--- src/rtl/rbh_pkg.sv ---
package rbh_pkg;

  localparam int CMD_W    = 2;
  localparam int STATUS_W = 2;
  localparam int GROUPS_W = 5;
  localparam int CFG_W    = 16;
  localparam int CFG_IDX_W = 2;

  localparam int NUM_BINS_DEF    = 16;
  localparam int SAMPLE_BITS_DEF = 16;
  localparam int COUNT_BITS_DEF  = 16;

  typedef enum logic [CMD_W-1:0] {
    CMD_LOAD   = 2'd0,
    CMD_SAMPLE = 2'd1,
    CMD_READ   = 2'd2,
    CMD_CLEAR  = 2'd3
  } cmd_t;

  typedef enum logic [STATUS_W-1:0] {
    STATUS_OK     = 2'd0,
    STATUS_REJECT = 2'd1,
    STATUS_NO_BIN = 2'd2
  } status_t;

  typedef enum logic [CFG_IDX_W-1:0] {
    CFG_GROUPS = 2'd0,
    CFG_MIN    = 2'd1,
    CFG_MAX    = 2'd2
  } cfg_idx_t;

  typedef enum logic [1:0] {
    ST_IDLE,
    ST_RUN,
    ST_HOLD
  } state_t;

  typedef struct packed {
    cmd_t cmd;
    logic sample_ok;
    logic index_ok;
  } item_ctl_t;

endpackage

--- src/rtl/range_bin_histogram.sv ---
// Channel  Handshake            Payload
// input    in_valid/in_ready    cmd, sample_value, bin_index, lower_bound, upper_bound
// output   out_valid/out_ready  count_value, matched_bins, status
// config   cfg_we               cfg_index, cfg_data
//
// An item walks the row of bin cells, one cell per cycle, and its result is
// registered at the output once it leaves the last cell.
// A new item is taken only once the previous result has left the cell row, so
// items never overlap; the length of the cell row sets how often items are taken.
// Reset clears all limits and counts and loads the configuration registers with their defaults.
// A result that is not taken holds the row; the next item waits for it to leave.
module range_bin_histogram #(
  parameter int NUM_BINS    = rbh_pkg::NUM_BINS_DEF,
  parameter int SAMPLE_BITS = rbh_pkg::SAMPLE_BITS_DEF,
  parameter int COUNT_BITS  = rbh_pkg::COUNT_BITS_DEF,
  localparam int IDX_W      = (NUM_BINS > 1) ? $clog2(NUM_BINS) : 1,
  localparam int MATCH_W    = $clog2(NUM_BINS + 1)
) (
  input  logic                              clk,
  input  logic                              rst,
  input  logic                              in_valid,
  output logic                              in_ready,
  input  logic [rbh_pkg::CMD_W-1:0]         cmd,
  input  logic signed [SAMPLE_BITS-1:0]     sample_value,
  input  logic [IDX_W-1:0]                  bin_index,
  input  logic signed [SAMPLE_BITS-1:0]     lower_bound,
  input  logic signed [SAMPLE_BITS-1:0]     upper_bound,
  output logic                              out_valid,
  input  logic                              out_ready,
  output logic [COUNT_BITS-1:0]             count_value,
  output logic [MATCH_W-1:0]                matched_bins,
  output logic [rbh_pkg::STATUS_W-1:0]      status,
  input  logic                              cfg_we,
  input  logic [rbh_pkg::CFG_IDX_W-1:0]     cfg_index,
  input  logic [rbh_pkg::CFG_W-1:0]         cfg_data
);
  import rbh_pkg::*;

  localparam int CMP_W = (SAMPLE_BITS > CFG_W) ? SAMPLE_BITS : CFG_W;

  logic [GROUPS_W-1:0]           groups_in_use;
  logic signed [CFG_W-1:0]       min_value;
  logic signed [CFG_W-1:0]       max_value;

  logic [GROUPS_W-1:0]           used;
  logic signed [CMP_W-1:0]       sample_ext;
  logic signed [CMP_W-1:0]       min_ext;
  logic signed [CMP_W-1:0]       max_ext;
  logic                          accept;
  logic                          idx_ok_now;
  logic                          sample_ok_now;
  cmd_t                          cmd_now;
  status_t                       status_now;

  item_ctl_t                     item_ctl;
  logic signed [SAMPLE_BITS-1:0] item_sample;
  logic signed [SAMPLE_BITS-1:0] item_lo;
  logic signed [SAMPLE_BITS-1:0] item_hi;
  logic [IDX_W-1:0]              item_idx;
  status_t                       item_status;

  state_t                        state;
  state_t                        state_next;
  logic                          start;
  logic                          load_out;
  logic                          out_valid_next;

  logic                          tok_valid [NUM_BINS+1];
  logic [MATCH_W-1:0]            tok_match [NUM_BINS+1];
  logic [COUNT_BITS-1:0]         tok_count [NUM_BINS+1];

  always_ff @(posedge clk) begin
    if (rst) begin
      groups_in_use <= GROUPS_W'(16);
      min_value     <= CFG_W'(16'h8000);
      max_value     <= CFG_W'(16'h7fff);
    end else if (cfg_we) begin
      case (cfg_idx_t'(cfg_index))
        CFG_GROUPS: groups_in_use <= cfg_data[GROUPS_W-1:0];
        CFG_MIN:    min_value     <= cfg_data;
        CFG_MAX:    max_value     <= cfg_data;
        default: begin
        end
      endcase
    end
  end

  assign used = (int'(groups_in_use) > NUM_BINS) ? GROUPS_W'(NUM_BINS) : groups_in_use;

  assign sample_ext    = CMP_W'(sample_value);
  assign min_ext       = CMP_W'(min_value);
  assign max_ext       = CMP_W'(max_value);
  assign sample_ok_now = (sample_ext >= min_ext) && (sample_ext <= max_ext);
  assign idx_ok_now    = int'(bin_index) < int'(used);
  assign cmd_now       = cmd_t'(cmd);
  assign accept        = in_valid && in_ready;

  always_comb begin
    status_now = STATUS_OK;
    case (cmd_now)
      CMD_LOAD, CMD_READ: begin
        if (!idx_ok_now) begin
          status_now = STATUS_NO_BIN;
        end
      end
      CMD_SAMPLE: begin
        if (!sample_ok_now) begin
          status_now = STATUS_REJECT;
        end
      end
      default: begin
      end
    endcase
  end

  always_ff @(posedge clk) begin
    if (accept) begin
      item_ctl.cmd       <= cmd_now;
      item_ctl.sample_ok <= sample_ok_now;
      item_ctl.index_ok  <= idx_ok_now;
      item_sample        <= sample_value;
      item_lo            <= lower_bound;
      item_hi            <= upper_bound;
      item_idx           <= bin_index;
      item_status        <= status_now;
    end
  end

  always_ff @(posedge clk) begin
    if (rst) begin
      state     <= ST_IDLE;
      start     <= 1'b0;
      out_valid <= 1'b0;
    end else begin
      state     <= state_next;
      start     <= accept;
      out_valid <= out_valid_next;
    end
  end

  always_comb begin
    state_next = state;
    in_ready   = 1'b0;
    load_out   = 1'b0;
    case (state)
      ST_IDLE: begin
        in_ready = 1'b1;
        if (in_valid) begin
          state_next = ST_RUN;
        end
      end
      ST_RUN: begin
        if (tok_valid[NUM_BINS]) begin
          if (!out_valid || out_ready) begin
            load_out   = 1'b1;
            state_next = ST_IDLE;
          end else begin
            state_next = ST_HOLD;
          end
        end
      end
      ST_HOLD: begin
        if (out_ready) begin
          load_out   = 1'b1;
          state_next = ST_IDLE;
        end
      end
      default: begin
        state_next = ST_IDLE;
      end
    endcase
    if (load_out) begin
      out_valid_next = 1'b1;
    end else if (out_ready) begin
      out_valid_next = 1'b0;
    end else begin
      out_valid_next = out_valid;
    end
  end

  always_ff @(posedge clk) begin
    if (load_out) begin
      count_value  <= tok_count[NUM_BINS];
      matched_bins <= tok_match[NUM_BINS];
      status       <= item_status;
    end
  end

  assign tok_valid[0] = start;
  assign tok_match[0] = '0;
  assign tok_count[0] = '0;

  for (genvar i = 0; i < NUM_BINS; i++) begin : g_cell
    rbh_cell #(
      .CELL_ID     (i),
      .SAMPLE_BITS (SAMPLE_BITS),
      .COUNT_BITS  (COUNT_BITS),
      .MATCH_W     (MATCH_W),
      .IDX_W       (IDX_W)
    ) u_cell (
      .clk       (clk),
      .rst       (rst),
      .ctl       (item_ctl),
      .sample    (item_sample),
      .lo        (item_lo),
      .hi        (item_hi),
      .idx       (item_idx),
      .used      (used),
      .in_valid  (tok_valid[i]),
      .in_match  (tok_match[i]),
      .in_count  (tok_count[i]),
      .out_valid (tok_valid[i+1]),
      .out_match (tok_match[i+1]),
      .out_count (tok_count[i+1])
    );
  end

  a_tail_only_in_run: assert property (@(posedge clk) disable iff (rst)
    tok_valid[NUM_BINS] |-> state == ST_RUN)
    else $error("item left the cell row outside of a run");

  a_single_token: assert property (@(posedge clk) disable iff (rst)
    start |=> !start)
    else $error("two items entered the cell row back to back");

  a_reject_clean: assert property (@(posedge clk) disable iff (rst)
    out_valid && (status != STATUS_OK) |-> (matched_bins == '0) && (count_value == '0))
    else $error("failed item carries a count or match");

  a_match_bound: assert property (@(posedge clk) disable iff (rst)
    out_valid |-> int'(matched_bins) <= NUM_BINS)
    else $error("more matched bins than bins");

endmodule

--- src/rtl/rbh_cell.sv ---
module rbh_cell #(
  parameter int CELL_ID     = 0,
  parameter int SAMPLE_BITS = 16,
  parameter int COUNT_BITS  = 16,
  parameter int MATCH_W     = 5,
  parameter int IDX_W       = 4
) (
  input  logic                              clk,
  input  logic                              rst,
  input  rbh_pkg::item_ctl_t                ctl,
  input  logic signed [SAMPLE_BITS-1:0]     sample,
  input  logic signed [SAMPLE_BITS-1:0]     lo,
  input  logic signed [SAMPLE_BITS-1:0]     hi,
  input  logic [IDX_W-1:0]                  idx,
  input  logic [rbh_pkg::GROUPS_W-1:0]      used,
  input  logic                              in_valid,
  input  logic [MATCH_W-1:0]                in_match,
  input  logic [COUNT_BITS-1:0]             in_count,
  output logic                              out_valid,
  output logic [MATCH_W-1:0]                out_match,
  output logic [COUNT_BITS-1:0]             out_count
);
  import rbh_pkg::*;

  logic signed [SAMPLE_BITS-1:0] lower;
  logic signed [SAMPLE_BITS-1:0] upper;
  logic [COUNT_BITS-1:0]         count;
  logic                          hit;
  logic                          in_use;
  logic                          here;
  logic                          bump;
  logic                          read_here;

  assign hit       = (sample >= lower) && (sample <= upper);
  assign in_use    = int'(used) > CELL_ID;
  assign here      = int'(idx) == CELL_ID;
  assign bump      = (ctl.cmd == CMD_SAMPLE) && ctl.sample_ok && in_use && hit;
  assign read_here = (ctl.cmd == CMD_READ) && ctl.index_ok && here;

  always_ff @(posedge clk) begin
    if (rst) begin
      lower     <= '0;
      upper     <= '0;
      count     <= '0;
      out_valid <= 1'b0;
    end else begin
      out_valid <= in_valid;
      if (in_valid) begin
        case (ctl.cmd)
          CMD_LOAD: begin
            if (here && ctl.index_ok) begin
              lower <= lo;
              upper <= hi;
            end
          end
          CMD_SAMPLE: begin
            if (bump && !(&count)) begin
              count <= count + COUNT_BITS'(1);
            end
          end
          CMD_CLEAR: begin
            count <= '0;
          end
          default: begin
          end
        endcase
      end
    end
  end

  always_ff @(posedge clk) begin
    if (in_valid) begin
      out_match <= in_match + MATCH_W'(bump);
      out_count <= read_here ? count : in_count;
    end
  end

endmodule
--- config.mk ---
export PLATFORM = sky130hd
export DESIGN_NAME = range_bin_histogram
export DESIGN_NICKNAME = d
export VERILOG_FILES = /design/src/rtl/rbh_pkg.sv /design/src/rtl/range_bin_histogram.sv /design/src/rtl/rbh_cell.sv
export SDC_FILE = /design/constraint.sdc
export NUM_CORES = 2
export LEC_CHECK = 0
export BUFFER_PORTS_ARGS = -buffer_cell sky130_fd_sc_hd__buf_2
export CAP_MARGIN = 25
export CORE_UTILIZATION = 40
export CTS_CLUSTER_DIAMETER = 80
export DETAILED_ROUTE_END_ITERATION = 8
export PLACE_DENSITY = 0.66
export SETUP_SLACK_MARGIN = 0.5
export SYNTH_ARGS = -nofsm -noshare
export SYNTH_HDL_FRONTEND = slang
export SYNTH_HIERARCHICAL = 1
export SYNTH_SLANG_ARGS = --single-unit
--- constraint.sdc ---
create_clock -name clk -period 7.4 [get_ports clk]
set_input_delay 2.22 -clock clk [delete_from_list [all_inputs] [get_ports clk]]
set_output_delay 2.22 -clock clk [all_outputs]
set_load 0.02 [all_outputs]
Yosys cells after proc, flatten, opt, wreduce, memory -nomap -nowiden
Cells that the tools add are included.

Output and inout bits: 25. Flip-flop bits (word level): 1238. Bits of input ports: 77. Logic and storage cells: 480.

Add/subtract/negate cells: 31. Magnitude comparators: 52. Reductions and logical operators: 178. Muxes and demuxes: 63. Eq/ne operators: 43.

Operators by type and width (number): $pmux W16 S2 (16); $mux W16 (31); $ge A16 B16 Y1 (17); $le A16 B16 Y1 (17); $add A16 B1 Y16 const B (16); $reduce_and A16 Y1 (16); $logic_and A1 B1 Y1 (100); $reduce_and A3 Y1 (33); $add A5 B1 Y5 (14); $gt A5 B4 Y1 const B (8); $eq A4 B4 Y1 const B (8); $ne A2 B1 Y1 const B (16); $gt A5 B3 Y1 const B (4); $logic_not A1 Y1 (17); $eq A4 B3 Y1 const B (4); $eq A2 B2 Y1 const B (5); $gt A5 B1 Y1 const B (2); $gt A5 B2 Y1 const B (2); $mux W2 (5); $eq A2 B1 Y1 const B (4); $eq A4 B2 Y1 const B (2); $logic_not A2 Y1 (4); $mux W1 (7); $ne A2 B2 Y1 const B (3); 13 further kinds (16).

Depth between registers and ports, before layout
Depth in word-level cells: 8. Gate-level depth with buffers: 14. Depth with buffers taken out: 13.

By module
Netlist, hierarchy kept.

Modules (own cells, without submodules): range_bin_histogram (area an instance 4904.7 sq um, instances 1, seq. area each 3253.1 sq um, cells an instance 382); rbh_cell at g_cell[9].u_cell (area an instance 3953.8 sq um, instances 1, seq. area each 1611.5 sq um, cells an instance 463); rbh_cell at g_cell[12].u_cell (area an instance 3887.5 sq um, instances 1, seq. area each 1611.5 sq um, cells an instance 440); rbh_cell at g_cell[7].u_cell (area an instance 3807.4 sq um, instances 1, seq. area each 1611.5 sq um, cells an instance 417); rbh_cell at g_cell[10].u_cell (area an instance 3797.4 sq um, instances 1, seq. area each 1611.5 sq um, cells an instance 419); rbh_cell at g_cell[0].u_cell (area an instance 3788.6 sq um, instances 1, seq. area each 1611.5 sq um, cells an instance 426); rbh_cell at g_cell[8].u_cell (area an instance 3781.1 sq um, instances 1, seq. area each 1611.5 sq um, cells an instance 426); rbh_cell at g_cell[11].u_cell (area an instance 3774.9 sq um, instances 1, seq. area each 1611.5 sq um, cells an instance 414); rbh_cell at g_cell[3].u_cell (area an instance 3772.4 sq um, instances 1, seq. area each 1611.5 sq um, cells an instance 414); rbh_cell at g_cell[14].u_cell (area an instance 3769.9 sq um, instances 1, seq. area each 1611.5 sq um, cells an instance 415); rbh_cell at g_cell[1].u_cell (area an instance 3759.9 sq um, instances 1, seq. area each 1611.5 sq um, cells an instance 413); rbh_cell at g_cell[4].u_cell (area an instance 3753.6 sq um, instances 1, seq. area each 1611.5 sq um, cells an instance 428); rbh_cell at g_cell[6].u_cell (area an instance 3751.1 sq um, instances 1, seq. area each 1611.5 sq um, cells an instance 419); rbh_cell at g_cell[13].u_cell (area an instance 3748.6 sq um, instances 1, seq. area each 1611.5 sq um, cells an instance 422); 3 more rows.

Worst setup path before layout
No wires, ideal clock.

Path type: in2reg. From: in in_valid. To: reg item_ctl[0] (netlist name) (enable). Arrival: 3.600 ns. Path slack: 3.377 ns. Library setup time: 0.422 ns. Required time: 6.978 ns. Stages: 1. Buffers on the path: 0. Cell sequence: and2_1.

Longest elaborated chain between the ends: 1.

RTL lines: start, declared (RTL line range_bin_histogram.sv:21) `input logic in_valid,`; $logic_and A1 B1 Y1 (RTL line range_bin_histogram.sv:96) `assign accept = in_valid && in_ready;`; end, declared (RTL line range_bin_histogram.sv:55) `item_ctl_t item_ctl;`.

Every way passes these cells. A chain may end at the register's enable or synchronous reset.

Worst setup path in the final report
From: reg item_sample[9]. To: reg g_cell[11].u_cell.count[15].

Longest elaborated chain between the ends: 6. Elaborated cells between the ends (all ways): 7. Those cells by class: order compare (2); eq/ne (1); reduce/logical (4).

RTL lines: start, declared (RTL line range_bin_histogram.sv:56) `logic signed [SAMPLE_BITS-1:0] item_sample;`; start signal, assigned (RTL line range_bin_histogram.sv:121) `item_sample <= sample_value;`; $ge A16 B16 Y1 / $le A16 B16 Y1 (equally long branches) (RTL line rbh_cell.sv:34) `assign hit = (sample >= lower) && (sample <= upper);`; $logic_and A1 B1 Y1 (*) (RTL line rbh_cell.sv:34); $logic_and A1 B1 Y1 (*) (RTL line rbh_cell.sv:37) `assign bump = (ctl.cmd == CMD_SAMPLE) && ctl.sample_ok && in_use && hit;`; $logic_and A1 B1 Y1 (*) (RTL line rbh_cell.sv:57) `if (bump && !(&count)) begin`; $ne A2 B1 Y1 (no source line) (*); $reduce_and A3 Y1 (no source line) (*); end signal, assigned (RTL line rbh_cell.sv:58) `count <= count + COUNT_BITS'(1);`; end, declared (RTL line rbh_cell.sv:27) `logic [COUNT_BITS-1:0] count;`.

Every way passes the cells marked *; elsewhere a longest branch is shown, timed or not.

==> flow_summary.yaml <==
clock_network:
  cts_tree: "yes"
  numCtsBuffers: 138
  htreeDepth: 4
  clock-root-buffer: "clkbuf_16"
  clkLatencyLatePin_ns: 0.81
  post_cts_resized: 0
  postCtsSetupRepairBufs: 0
  cts_sinks: 1242
  path_clk_slew_ns: 0.06
  ctsHoldBuffers: 0
  cts_max_path_buffers: 3
synth:
  avgSynthCellArea_um2: 9.15
  seq_area_frac_synth_pct: 44.4
  async_flop_share_pct: 0
  synth_ff_type: "dfxtp_1"
  ys_ff_latch: 1242
  synth_area_um2: 65400
  ys_types: 138
  yosys_warnings: 6
  synth_edf_count: 417
  syn_inst: 7145
global_routing:
  antenna_found_initial: 11
  grt_usage_pct: 23.2
  first_global_vias: 50500
  grt_pass1_wl_um: 296000
  grt-ovfl-total: 0
  grt_max_degree: 155
die:
  die_h_um: 406
  initial_core_util_pct: 40.2
  io_pins: 102
  dieArea_um2: 165000
  rows: 148
  die_x_um: 406
  core_area_um2: 163000
setup_path:
  cp.arrival_ns: 5.17
  cp-end-kind: "flop"
  crit_type: "reg -> reg"
  crit_buf_inv: 1
  worst_path_max_delay_cell: "or4_1"
  cpPeakStageDelay_ns: 0.97
  path_delay_family: "simple AND/OR/NAND/NOR gates"
  critPathMaxFanout: 17
  crit_chain: "buf_4 -> ha_1 -> nand4_1 -> nor2_1 -> a221o_1 -> o31ai_2 -> nand4_2 -> or4_1 -> o41ai_1"
  required_ns: 8.07
  critPathLaunchType: "flop"
sta:
  hold-worst-slack_ns: 0.412
  fmax_mhz: 222
  slew_viol_final: 0
  max_slew_margin_pct: 21.9
  tightest_slew_ns: 1.17
  timing.setup.tns_ns: 0
  finalHoldViolations: 0
  fin_crit_sh_pct: 60.8
  final-setup-viol-count: 0
  skew_ns: 0.0344
  rsz0062_at_grt: "false"
  min_period_ns: 4.50
layout:
  drive_above_1_share_pct: 11.5
  fill_cells: 15500
  syn2layout_area_growth_pct: 11.9
  nets: 7929
drt:
  wl_um: 195000
  ant_nets: 0
  vias_per_cell: 5.58
  routedWlPerCell_um: 20.4
  drtPass1Iterations: 8
  drt_iter0_drc: 4778
  drc: 0
  vias: 53300
outcome:
  status: "finished clean"
placement:
  port_buffers: 101
  gp_congestion: 0.864
  dp_hpwl_um: 123000
power_and_ir_drop:
  p_leak_uw: 0.0258
  power_density_nw_per_um2: 212
  peakVddDrop_uv: 258
job:
  maxCapViolCount: 0
min_path:
  min_path_type: "reg -> reg"
[synth_stat cells (28+ instances only)]
master / instances / share of area, %
edfxtp_1: 417 / 19
nand3_1: 177 / 1.4
clkbuf_1: 229 / 1.3
a21o_1: 56 / 0.64
o21ai_1: 38 / 0.29
nand2b_1: 36 / 0.34
nand2_1: 1406 / 8.1
o211ai_1: 42 / 0.48
nor2_1: 213 / 1.2
o311ai_0: 28 / 0.37
ha_1: 598 / 11
nor3_1: 65 / 0.50
a211o_1: 30 / 0.40
buf_2: 29 / 0.22
a31oi_1: 121 / 1.2
o31ai_1: 31 / 0.36
o21ai_0: 166 / 1.3
a221o_1: 29 / 0.44
inv_1: 628 / 3.6
nand3b_1: 29 / 0.33
and3_1: 93 / 0.89
nand4_1: 129 / 1.2
mux2_2: 233 / 4.0
o21a_1: 29 / 0.33
xnor2_1: 33 / 0.44
dfxtp_1: 825 / 25
a21oi_1: 791 / 6.1
nor2b_1: 58 / 0.55
[metal layers]
| layer | track usage [%] | vias up | part of all wire, % |
|---|---|---|---|
| met3 | 3.64 | 477 | 7.2 |
| met2 | 38.3 | 1824 | 46 |
| li1 | - | 25500 | - |
| met4 | 10.9 | 10 | 4.8 |
| met1 | 29.7 | 25400 | 42 |
| met5 | 0 | - | 0.029 |
[placed cells by master (no fill, tap or decap), types with 30 or more instances in the layout]
cell type	netlist	layout
o21ai_1	38	38
a21oi_1	791	791
nand2b_1	36	36
a211o_1	30	30
dfxtp_1	825	825
nand3_1	177	177
a21o_1	56	56
clkbuf_16	0	141
ha_1	598	598
o211ai_1	42	42
buf_4	6	113
nor3_1	65	65
clkbuf_1	229	43
o21ai_0	166	166
nor2b_1	58	58
nand2_1	1406	1406
mux2_2	233	233
nand4_1	129	129
inv_1	628	628
and3_1	93	93
edfxtp_1	417	417
xnor2_1	33	33
o31ai_1	31	31
a31oi_1	121	121
buf_2	29	101
nor2_1	213	212
[flip-flops by register name (all words and copies together) (netlist names), 5 cells and up]
| name | flops |
|---|---|
| g_cell.u_cell/count | 256 |
| g_cell.u_cell/lower | 256 |
| g_cell.u_cell/out_count | 256 |
| g_cell.u_cell/upper | 256 |
| g_cell.u_cell/out_match | 80 |
| count_value | 16 |
| g_cell.u_cell/out_valid | 16 |
| item_hi | 16 |
| item_lo | 16 |
| item_sample | 16 |
| max_ext | 16 |
| min_ext | 16 |
| groups_in_use | 5 |
| matched_bins | 5 |
[final timing paths]
check	startpoint	end	slack (ns)	cells after the start
worst max-delay path	item_sample[9]	g_cell[11].u_cell/count[15]	2.90	9
worst min-delay path	item_status[1]	status[1]	0.41	0
worst max register to register	item_sample[9]	g_cell[11].u_cell/count[15]	2.90	9
worst min register to register	item_status[1]	status[1]	0.41	0
[metrics by stage]
stage	cell area (um2)	power (uW)	setup slack (ns)	util (%)	std cells
6_report	73200	15500	2.90	45.0	9545
5_1_grt	73200	16000	2.69	45.0	9543
4_1_cts	73200	15600	2.90	45.0	9541
3_5_place_dp	68700	8760	2.91	42.2	9287
3_3_place_gp	68400	8720	2.97	42.1	9273
2_1_floorplan	65500	8130	3.38	-	7169
[cells by family after synthesis]
group	share of synthesized area (%)
DFF	44.4
adders and majority gates	11.4
xor gates and xnor gates	0.669
buffers and inverters	5.67
and+or+nand+nor	18.0
muxes	4.32
other	0.00573
AOI/OAI and AO/OA	15.6
[power breakdown]
| part | internal, uW | switching [uW] | leakage (uW) |
|---|---|---|---|
| Sequential | 7090 | 48.5 | 0.0104 |
| Clock | 3950 | 2910 | 0.00217 |
| Combinational | 455 | 1050 | 0.0132 |
| Total | 11500 | 4010 | 0.0258 |
[final cells by class]
type	instances	area, um2	area share (%)
antenna	2	5.00	0.00684
multi-input combinational	5003	32800	44.8
timing repair buffer	236	1810	2.47
inverter	633	2380	3.25
tap	2175	2720	3.72
sequential	1242	29000	39.7
clock inverter	61	662	0.904
clock buffer	193	3810	5.21
(Power assumes the default switching activity.)
